## config.mk

```make
export PLATFORM = sky130hd
export DESIGN_NAME = html_tag_stripper
export DESIGN_NICKNAME = d
export VERILOG_FILES = /design/src/design/hts_pkg.sv /design/src/design/hts_front.sv /design/src/design/hts_fifo.sv /design/src/design/hts_back.sv /design/src/design/html_tag_stripper.sv
export SDC_FILE = /design/constraint.sdc
export NUM_CORES = 1
export LEC_CHECK = 0
export BUFFER_PORTS_ARGS = -buffer_cell sky130_fd_sc_hd__clkbuf_2
export CAP_MARGIN = 5
export CORE_UTILIZATION = 30
export CTS_CLUSTER_DIAMETER = 100
export DETAILED_ROUTE_END_ITERATION = 8
export HOLD_SLACK_MARGIN = 0.08
export SKIP_LAST_GASP = 1
export SYNTH_ARGS = -nofsm -noshare
export SYNTH_HDL_FRONTEND = slang
export SYNTH_SLANG_ARGS = --single-unit
```

## constraint.sdc

```tcl
create_clock -name clk -period 3.2 [get_ports clk]
set_input_delay 0.32 -clock clk [delete_from_list [all_inputs] [get_ports clk]]
set_output_delay 0.32 -clock clk [all_outputs]
set_load 0.02 [all_outputs]
```

## src/design/hts_pkg.sv

```systemverilog
// Shared types and constants for the HTML tag stripper.
// Byte classes, the queued word format and the default queue depth.
// No dependencies.
package hts_pkg;

  localparam int unsigned FIFO_DEPTH_DEF = 4;

  localparam logic [7:0] CH_LT    = 8'h3C;
  localparam logic [7:0] CH_GT    = 8'h3E;
  localparam logic [7:0] CH_BANG  = 8'h21;
  localparam logic [7:0] CH_DASH  = 8'h2D;
  localparam logic [7:0] CH_SLASH = 8'h2F;
  localparam logic [7:0] CH_SPACE = 8'h20;

  // One code per byte kind the parser ever tells apart; letters fold case.
  typedef enum logic [3:0] {
    CL_LT,
    CL_GT,
    CL_BANG,
    CL_DASH,
    CL_SLASH,
    CL_S,
    CL_T,
    CL_Y,
    CL_L,
    CL_E,
    CL_QUAL,
    CL_OTHER
  } byte_cls_t;

  typedef struct packed {
    logic [7:0] data;
    logic       last;
    byte_cls_t  cls;
  } item_t;

endpackage

```

## src/design/hts_front.sv

```systemverilog
// Front end: input register and byte classifier.
// Depends on hts_pkg; feeds the word queue.
module hts_front (
  input  logic          clk,
  input  logic          rst_n,
  input  logic          push,
  output logic          full,
  input  logic [7:0]    in_byte,
  input  logic          in_last,
  output logic          q_push,
  output hts_pkg::item_t q_data,
  input  logic          q_full
);
  import hts_pkg::*;

  logic       valid_r;
  item_t      item_r;
  logic       advance;
  logic [7:0] lc;
  byte_cls_t  cls;

  always_comb begin
    lc = in_byte;
    if (in_byte >= 8'h41 && in_byte <= 8'h5A) begin
      lc = in_byte + 8'h20;
    end
    priority if (in_byte == CH_LT) begin
      cls = CL_LT;
    end else if (in_byte == CH_GT) begin
      cls = CL_GT;
    end else if (in_byte == CH_BANG) begin
      cls = CL_BANG;
    end else if (in_byte == CH_DASH) begin
      cls = CL_DASH;
    end else if (in_byte == CH_SLASH) begin
      cls = CL_SLASH;
    end else if (lc == 8'h73) begin
      cls = CL_S;
    end else if (lc == 8'h74) begin
      cls = CL_T;
    end else if (lc == 8'h79) begin
      cls = CL_Y;
    end else if (lc == 8'h6C) begin
      cls = CL_L;
    end else if (lc == 8'h65) begin
      cls = CL_E;
    end else if (in_byte <= CH_SPACE || in_byte[7]) begin
      cls = CL_QUAL;
    end else begin
      cls = CL_OTHER;
    end
  end

  assign advance = !valid_r || !q_full;
  assign full    = valid_r && q_full;
  assign q_push  = valid_r && !q_full;
  assign q_data  = item_r;

  always_ff @(posedge clk) begin
    if (!rst_n) begin
      valid_r <= 1'b0;
    end else if (advance) begin
      valid_r <= push;
    end
  end

  always_ff @(posedge clk) begin
    if (advance && push) begin
      item_r <= '{data: in_byte, last: in_last, cls: cls};
    end
  end

endmodule

```

## src/design/hts_fifo.sv

```systemverilog
// Short word queue between front and back ends.
// Depends on hts_pkg for the word format.
module hts_fifo #(
  parameter int unsigned DEPTH = hts_pkg::FIFO_DEPTH_DEF
) (
  input  logic           clk,
  input  logic           rst_n,
  input  logic           wr_en,
  input  hts_pkg::item_t wr_data,
  output logic           full,
  input  logic           rd_en,
  output hts_pkg::item_t rd_data,
  output logic           empty
);
  import hts_pkg::*;

  localparam int unsigned PW = (DEPTH > 1) ? $clog2(DEPTH) : 1;
  localparam int unsigned CW = $clog2(DEPTH + 1);
  localparam logic [PW-1:0] PTR_LAST = PW'(DEPTH - 1);
  localparam logic [CW-1:0] CNT_FULL = CW'(DEPTH);

  item_t         mem_r [DEPTH];
  logic [PW-1:0] wr_ptr_r;
  logic [PW-1:0] rd_ptr_r;
  logic [CW-1:0] count_r;
  logic          do_wr;
  logic          do_rd;

  assign full    = (count_r == CNT_FULL);
  assign empty   = (count_r == '0);
  assign do_wr   = wr_en && !full;
  assign do_rd   = rd_en && !empty;
  assign rd_data = mem_r[rd_ptr_r];

  always_ff @(posedge clk) begin
    if (!rst_n) begin
      wr_ptr_r <= '0;
      rd_ptr_r <= '0;
      count_r  <= '0;
    end else begin
      if (do_wr) begin
        wr_ptr_r <= (wr_ptr_r == PTR_LAST) ? '0 : wr_ptr_r + 1'b1;
      end
      if (do_rd) begin
        rd_ptr_r <= (rd_ptr_r == PTR_LAST) ? '0 : rd_ptr_r + 1'b1;
      end
      unique case ({do_wr, do_rd})
        2'b10:   count_r <= count_r + 1'b1;
        2'b01:   count_r <= count_r - 1'b1;
        default: count_r <= count_r;
      endcase
    end
  end

  always_ff @(posedge clk) begin
    if (do_wr) begin
      mem_r[wr_ptr_r] <= wr_data;
    end
  end

endmodule

```

## src/design/hts_back.sv

```systemverilog
// Back end: markup parser state machine and result register.
// Depends on hts_pkg; drains the word queue.
module hts_back (
  input  logic           clk,
  input  logic           rst_n,
  input  hts_pkg::item_t q_data,
  input  logic           q_empty,
  output logic           q_pop,
  output logic           empty,
  input  logic           pop,
  output logic [7:0]     out_byte,
  output logic           out_keep,
  output logic           out_last
);
  import hts_pkg::*;

  typedef enum logic [2:0] {
    MODE_TEXT,
    MODE_LT,
    MODE_BANG,
    MODE_STYLEOPEN,
    MODE_TAG,
    MODE_COMMENT,
    MODE_STYLE
  } mode_t;

  mode_t      mode_r, mode_nxt;
  logic [2:0] prog_r, prog_nxt;
  logic       valid_r;
  logic [7:0] byte_r;
  logic       keep_r;
  logic       last_r;
  logic       keep_nxt;
  logic       take;
  byte_cls_t  cls;

  // Expected class at each position of the closing "</style>".
  function automatic byte_cls_t close_cls(input logic [2:0] p);
    byte_cls_t r;
    unique case (p)
      3'd0:    r = CL_LT;
      3'd1:    r = CL_SLASH;
      3'd2:    r = CL_S;
      3'd3:    r = CL_T;
      3'd4:    r = CL_Y;
      3'd5:    r = CL_L;
      3'd6:    r = CL_E;
      default: r = CL_GT;
    endcase
    return r;
  endfunction

  assign cls   = q_data.cls;
  assign take  = !q_empty && (!valid_r || pop);
  assign q_pop = take;
  assign empty = !valid_r;
  assign out_byte = byte_r;
  assign out_keep = keep_r;
  assign out_last = last_r;

  always_comb begin
    mode_nxt = mode_r;
    prog_nxt = prog_r;
    keep_nxt = 1'b0;
    unique case (mode_r)
      MODE_TEXT: begin
        if (cls == CL_LT) begin
          mode_nxt = MODE_LT;
          prog_nxt = 3'd0;
        end else begin
          keep_nxt = 1'b1;
        end
      end
      MODE_LT: begin
        prog_nxt = 3'd0;
        priority if (cls == CL_BANG) begin
          mode_nxt = MODE_BANG;
          prog_nxt = 3'd1;
        end else if (cls == CL_S) begin
          mode_nxt = MODE_STYLEOPEN;
          prog_nxt = 3'd1;
        end else if (cls == CL_GT) begin
          mode_nxt = MODE_TEXT;
        end else begin
          mode_nxt = MODE_TAG;
        end
      end
      MODE_BANG: begin
        prog_nxt = 3'd0;
        priority if (cls == CL_DASH) begin
          if (prog_r >= 3'd2) begin
            mode_nxt = MODE_COMMENT;
          end else begin
            prog_nxt = prog_r + 3'd1;
          end
        end else if (cls == CL_GT) begin
          mode_nxt = MODE_TEXT;
        end else begin
          mode_nxt = MODE_TAG;
        end
      end
      MODE_STYLEOPEN: begin
        prog_nxt = 3'd0;
        if (prog_r < 3'd5) begin
          // opener letters sit two places on in the closer pattern
          priority if (cls == close_cls(prog_r + 3'd2)) begin
            prog_nxt = prog_r + 3'd1;
          end else if (cls == CL_GT) begin
            mode_nxt = MODE_TEXT;
          end else begin
            mode_nxt = MODE_TAG;
          end
        end else if (cls == CL_QUAL || cls == CL_GT || cls == CL_SLASH) begin
          mode_nxt = MODE_STYLE;
        end else begin
          mode_nxt = MODE_TAG;
        end
      end
      MODE_TAG: begin
        if (cls == CL_GT) begin
          mode_nxt = MODE_TEXT;
          prog_nxt = 3'd0;
        end
      end
      MODE_COMMENT: begin
        priority if (cls == CL_DASH) begin
          prog_nxt = (prog_r >= 3'd2) ? 3'd2 : prog_r + 3'd1;
        end else if (cls == CL_GT && prog_r >= 3'd2) begin
          mode_nxt = MODE_TEXT;
          prog_nxt = 3'd0;
        end else begin
          prog_nxt = 3'd0;
        end
      end
      MODE_STYLE: begin
        // restart on '<' so overlapping closers are found
        priority if (cls == close_cls(prog_r)) begin
          if (prog_r == 3'd7) begin
            mode_nxt = MODE_TEXT;
            prog_nxt = 3'd0;
          end else begin
            prog_nxt = prog_r + 3'd1;
          end
        end else if (cls == CL_LT) begin
          prog_nxt = 3'd1;
        end else begin
          prog_nxt = 3'd0;
        end
      end
      default: begin
        prog_nxt = 3'd0;
        if (cls == CL_LT) begin
          mode_nxt = MODE_LT;
        end else begin
          mode_nxt = MODE_TEXT;
          keep_nxt = 1'b1;
        end
      end
    endcase
    if (q_data.last) begin
      mode_nxt = MODE_TEXT;
      prog_nxt = 3'd0;
    end
  end

  always_ff @(posedge clk) begin
    if (!rst_n) begin
      mode_r  <= MODE_TEXT;
      prog_r  <= 3'd0;
      valid_r <= 1'b0;
      byte_r  <= 8'h00;
      keep_r  <= 1'b0;
      last_r  <= 1'b0;
    end else begin
      if (take) begin
        mode_r <= mode_nxt;
        prog_r <= prog_nxt;
        byte_r <= keep_nxt ? q_data.data : 8'h00;
        keep_r <= keep_nxt;
        last_r <= q_data.last;
      end
      if (take) begin
        valid_r <= 1'b1;
      end else if (pop) begin
        valid_r <= 1'b0;
      end
    end
  end

endmodule

```

## src/design/html_tag_stripper.sv

```systemverilog
// HTML tag stripper top level: front end, word queue and back end.
// Depends on hts_pkg, hts_front, hts_fifo and hts_back.
//
//   channel  handshake     ports
//   input    push / full   in_byte, in_last
//   result   pop / empty   out_byte, out_keep, out_last
//
// One byte a cycle sustained while the result side pops; each byte passes
// through the input register, the queue and the parser register on its way
// to the result ports. The parser state update is the single per-byte loop.
// Synchronous active-low reset empties every stage and returns to text mode.
// A stalled result side fills the queue; full then rises and holds the input.
module html_tag_stripper #(
  parameter int unsigned FIFO_DEPTH = hts_pkg::FIFO_DEPTH_DEF
) (
  input  logic       clk,
  input  logic       rst_n,
  input  logic       push,
  output logic       full,
  input  logic [7:0] in_byte,
  input  logic       in_last,
  output logic       empty,
  input  logic       pop,
  output logic [7:0] out_byte,
  output logic       out_keep,
  output logic       out_last
);
  import hts_pkg::*;

  logic  q_push;
  logic  q_full;
  logic  q_pop;
  logic  q_empty;
  item_t q_wr;
  item_t q_rd;

  hts_front u_front (
    .clk     (clk),
    .rst_n   (rst_n),
    .push    (push),
    .full    (full),
    .in_byte (in_byte),
    .in_last (in_last),
    .q_push  (q_push),
    .q_data  (q_wr),
    .q_full  (q_full)
  );

  hts_fifo #(
    .DEPTH (FIFO_DEPTH)
  ) u_fifo (
    .clk     (clk),
    .rst_n   (rst_n),
    .wr_en   (q_push),
    .wr_data (q_wr),
    .full    (q_full),
    .rd_en   (q_pop),
    .rd_data (q_rd),
    .empty   (q_empty)
  );

  hts_back u_back (
    .clk      (clk),
    .rst_n    (rst_n),
    .q_data   (q_rd),
    .q_empty  (q_empty),
    .q_pop    (q_pop),
    .empty    (empty),
    .pop      (pop),
    .out_byte (out_byte),
    .out_keep (out_keep),
    .out_last (out_last)
  );

endmodule
```

==> impl_metrics.toml <==
[floorplanning]
row_count = 44
initial_utilization_pct = 30.8
die_h_um = 124
fp.dieArea_mm2 = 0.0154
io_pins = 25
core_mm2 = 0.0145
die_x_um = 124

[yosys]
yosys_warnings = 0
yosysUniqueCellTypes = 62
synthesis.instances = 361
seq_area_frac_synth_pct = 55.6
synth_nets = 391
async_reset_ff_share_pct = 0
syn_area_mm2 = 0.00448
synth-seq-cells = 92
synth_flop_cell = "edfxtp_1"
synth_edf_count = 65
syn_avg_cell_area_um2 = 12.4

[routing]
avgViaCountPerCell = 4.94
dr.pass1.iters = 4
route.vias.total = 2839
drtIter0Drc = 194
wl_per_cell_um = 14.9
route.detailed.drc = 0
drt-total-wl_um = 8590
ant_nets = 0

[sta]
min_period_ns = 2.72
finalCritPeriodShare_pct = 85.0
fmax_mhz = 368
setup-violations-final = 0
setup_ws_ns = 0.480
clock-skew-final_ns = 0.00457
worst_pin_slew_ns = 0.717
drv_slew = 0
rsz0062_at_grt = "false"
maxSlewHeadroom_pct = 52.2
hold_violations = 0
fin_tns_setup_ns = 0

[place]
place_hpwl_um = 6050
pre_cts_slack_ns = 0.442
io_buffers = 24
gp_congestion = 0.901

[cells_and_area]
drive_gt1_share_pct = 17.1
n_fill_cell = 1424
antennaDiodeCount = 0
nets = 416
area_delta_synth_final_pct = 14.9

[setup_path]
worstPathArrival_ns = 2.99
cp_max_fo = 14
criticalPathCategory = "flip-flop to flip-flop"
ff2ff_setup_slack_ns = 0.48
cp-start-kind = "flip-flop"
crit_path_end_kind = "flip-flop"
required_ns = 3.47

[clocking]
htreeDepth = 3
clock_latency_ns = 0.34
post_cts_buffers = 0
numCtsBuffers = 9
clkTransAtPathRegs_ns = 0.07
cts_tree = "built"
clk_path_buf_depth = 2
cts_resized = 0
clock-root-buffer = "clkbuf_16"
clock-sinks = 92
hold_buffers = 0

[status]
outcome = "finished clean"

[grt]
grt_usage_pct = 11.8
grt_first_pass_wirelength_um = 14500
grt_max_degree = 27
grt_overflow = 0
antenna_found_initial = 0
grt_pass1_vias = 2819

[power]
p_leak_nw = 1.78
powerDensity_mw_per_mm2 = 726
peakVddDrop_uv = 291

[worst_hold_path]
hold_path.class = "primary input to flip-flop"

[run]
max_cap_viol_count = 0
==> logic make-up after synthesis <==
family,synth area share (%)
AOI/OAI and AO/OA,11.8
xor gates and xnor gates,2.15
adders and majority gates,4.91
buffers and inverters,2.82
DFF,55.6
muxes,7.43
and+or+nand+nor,15.2
==> power by group <==
group	total [mW]	internal (mW)	leakage, nW	switching [mW]
combinational	0.962	0.396	0.797	0.566
sequential	1.54	1.43	0.809	0.112
clock	1.24	0.779	0.172	0.459
==> per-stage QoR <==
stage | std cells | instance area (µm²) | util (%) | hold WS [ns] | power, mW
finish | 575 | 5150 | 35.4 | 0.163 | 3.74
detailed placement | 559 | 4790 | 33.0 | 0.461 | 2.54
floorplan | 361 | 4480 | - | 0.419 | 2.27
CTS | 575 | 5150 | 35.4 | 0.155 | 3.78
global placement | 559 | 4790 | 33.0 | 0.456 | 2.52
global route | 575 | 5150 | 35.4 | 0.156 | 3.94
==> layout by cell type (no fill, tap or decap), types with 3 or more instances in the layout <==
| cell | instances |
|---|---|
| or3_1 | 3 |
| nand2b_1 | 19 |
| a31oi_1 | 3 |
| ha_1 | 16 |
| buf_4 | 4 |
| o21ai_0 | 8 |
| bufinv_16 | 3 |
| nor2b_1 | 7 |
| o22ai_1 | 3 |
| clkbuf_2 | 24 |
| nor2_1 | 14 |
| a21o_1 | 3 |
| nand3_1 | 3 |
| o41ai_1 | 3 |
| edfxtp_1 | 65 |
| o21bai_1 | 3 |
| mux4_2 | 13 |
| a21boi_0 | 15 |
| and3_1 | 9 |
| nand3b_1 | 7 |
| a21oi_1 | 9 |
| and2_1 | 3 |
| inv_1 | 15 |
| clkbuf_16 | 9 |
| nand2_1 | 32 |
| xnor2_1 | 8 |
| inv_8 | 3 |
| or4_1 | 5 |
| xor2_1 | 3 |
| nor3_1 | 10 |
| mux2i_1 | 4 |
| dfxtp_1 | 27 |
==> worst paths after layout <==
kind | from | end | depth (start not counted)
max | flip-flop | u_back.mode_r[2] | 8
min | in_last | u_front.q_data[4] | 1
max reg2reg | flip-flop | u_back.mode_r[2] | 8
min reg2reg | u_back.out_byte[0] | u_back.out_byte[0] | 2
==> worst max-delay path: stages, from the launching register on <==
cell	delay, ns
dfxtp_1	0.44
buf_4	0.29
mux4_2	0.71
xor2_1	0.22
nor2_2	0.05
o41ai_2	0.47
o31ai_2	0.17
nand2_2	0.11
mux2i_1	0.18
==> cell usage after synthesis, drive strengths merged, types with 3 or more instances <==
master,instances,area (µm²)
mux2i,4,40.0
a21oi,9,45.0
a31oi,3,18.8
nand3,3,15.0
ha,16,200
and3,9,56.3
or3,4,30.0
nand3b,7,52.6
nand2,33,126
xnor2,8,70.1
o21bai,3,22.5
a21o,3,22.5
o22ai,3,18.8
nor2b,7,43.8
o41ai,4,42.6
mux4,13,293
nor3,10,50.1
nor2,15,58.8
dfxtp,27,541
a31o,3,26.3
inv,15,56.3
o21ai,10,50.1
buf,5,36.3
and2,3,18.8
nand2b,19,119
clkbuf,9,33.8
xor2,3,26.3
edfxtp,65,1950
a21boi,15,113
or4,5,37.5
==> layer usage <==
| metal | vias up | GRT usage (%) | share of wire (%) |
|---|---|---|---|
| met2 | 54 | 18.9 | 47 |
| met4 | 0 | 2.48 | 0.66 |
| li1 | 1409 | - | - |
| met5 | - | 0 | 0 |
| met1 | 1369 | 15.4 | 49 |
| met3 | 7 | 3.92 | 3.7 |
==> final cells by class <==
type / count / area [µm²] / share of cell area [%]
timing repair buffer: 28 / 150 / 2.92
tap: 184 / 230 / 4.47
sequential: 92 / 2490 / 48.4
multi-input combinational: 240 / 1860 / 36.2
clock buffer: 9 / 225 / 4.38
inverter: 15 / 56.3 / 1.09
clock inverter: 7 / 131 / 2.55
==> flip-flops by register name, indices dropped and copies added, names as in the netlist, named ones only <==
| name | flops |
|---|---|
| u_fifo.mem_r | 52 |
| u_back.prog_r | 3 |
| u_back.out_byte | 8 |
| u_back.out_keep | 1 |
| u_front.q_data | 13 |
| u_fifo.count_r | 3 |
| u_back.valid_r | 1 |
| u_fifo.wr_ptr_r | 2 |
| u_front.valid_r | 1 |
| u_back.mode_r | 3 |
| u_fifo.rd_ptr_r | 2 |
| u_back.out_last | 1 |
No activity file was read; power rests on OpenSTA's default activity.
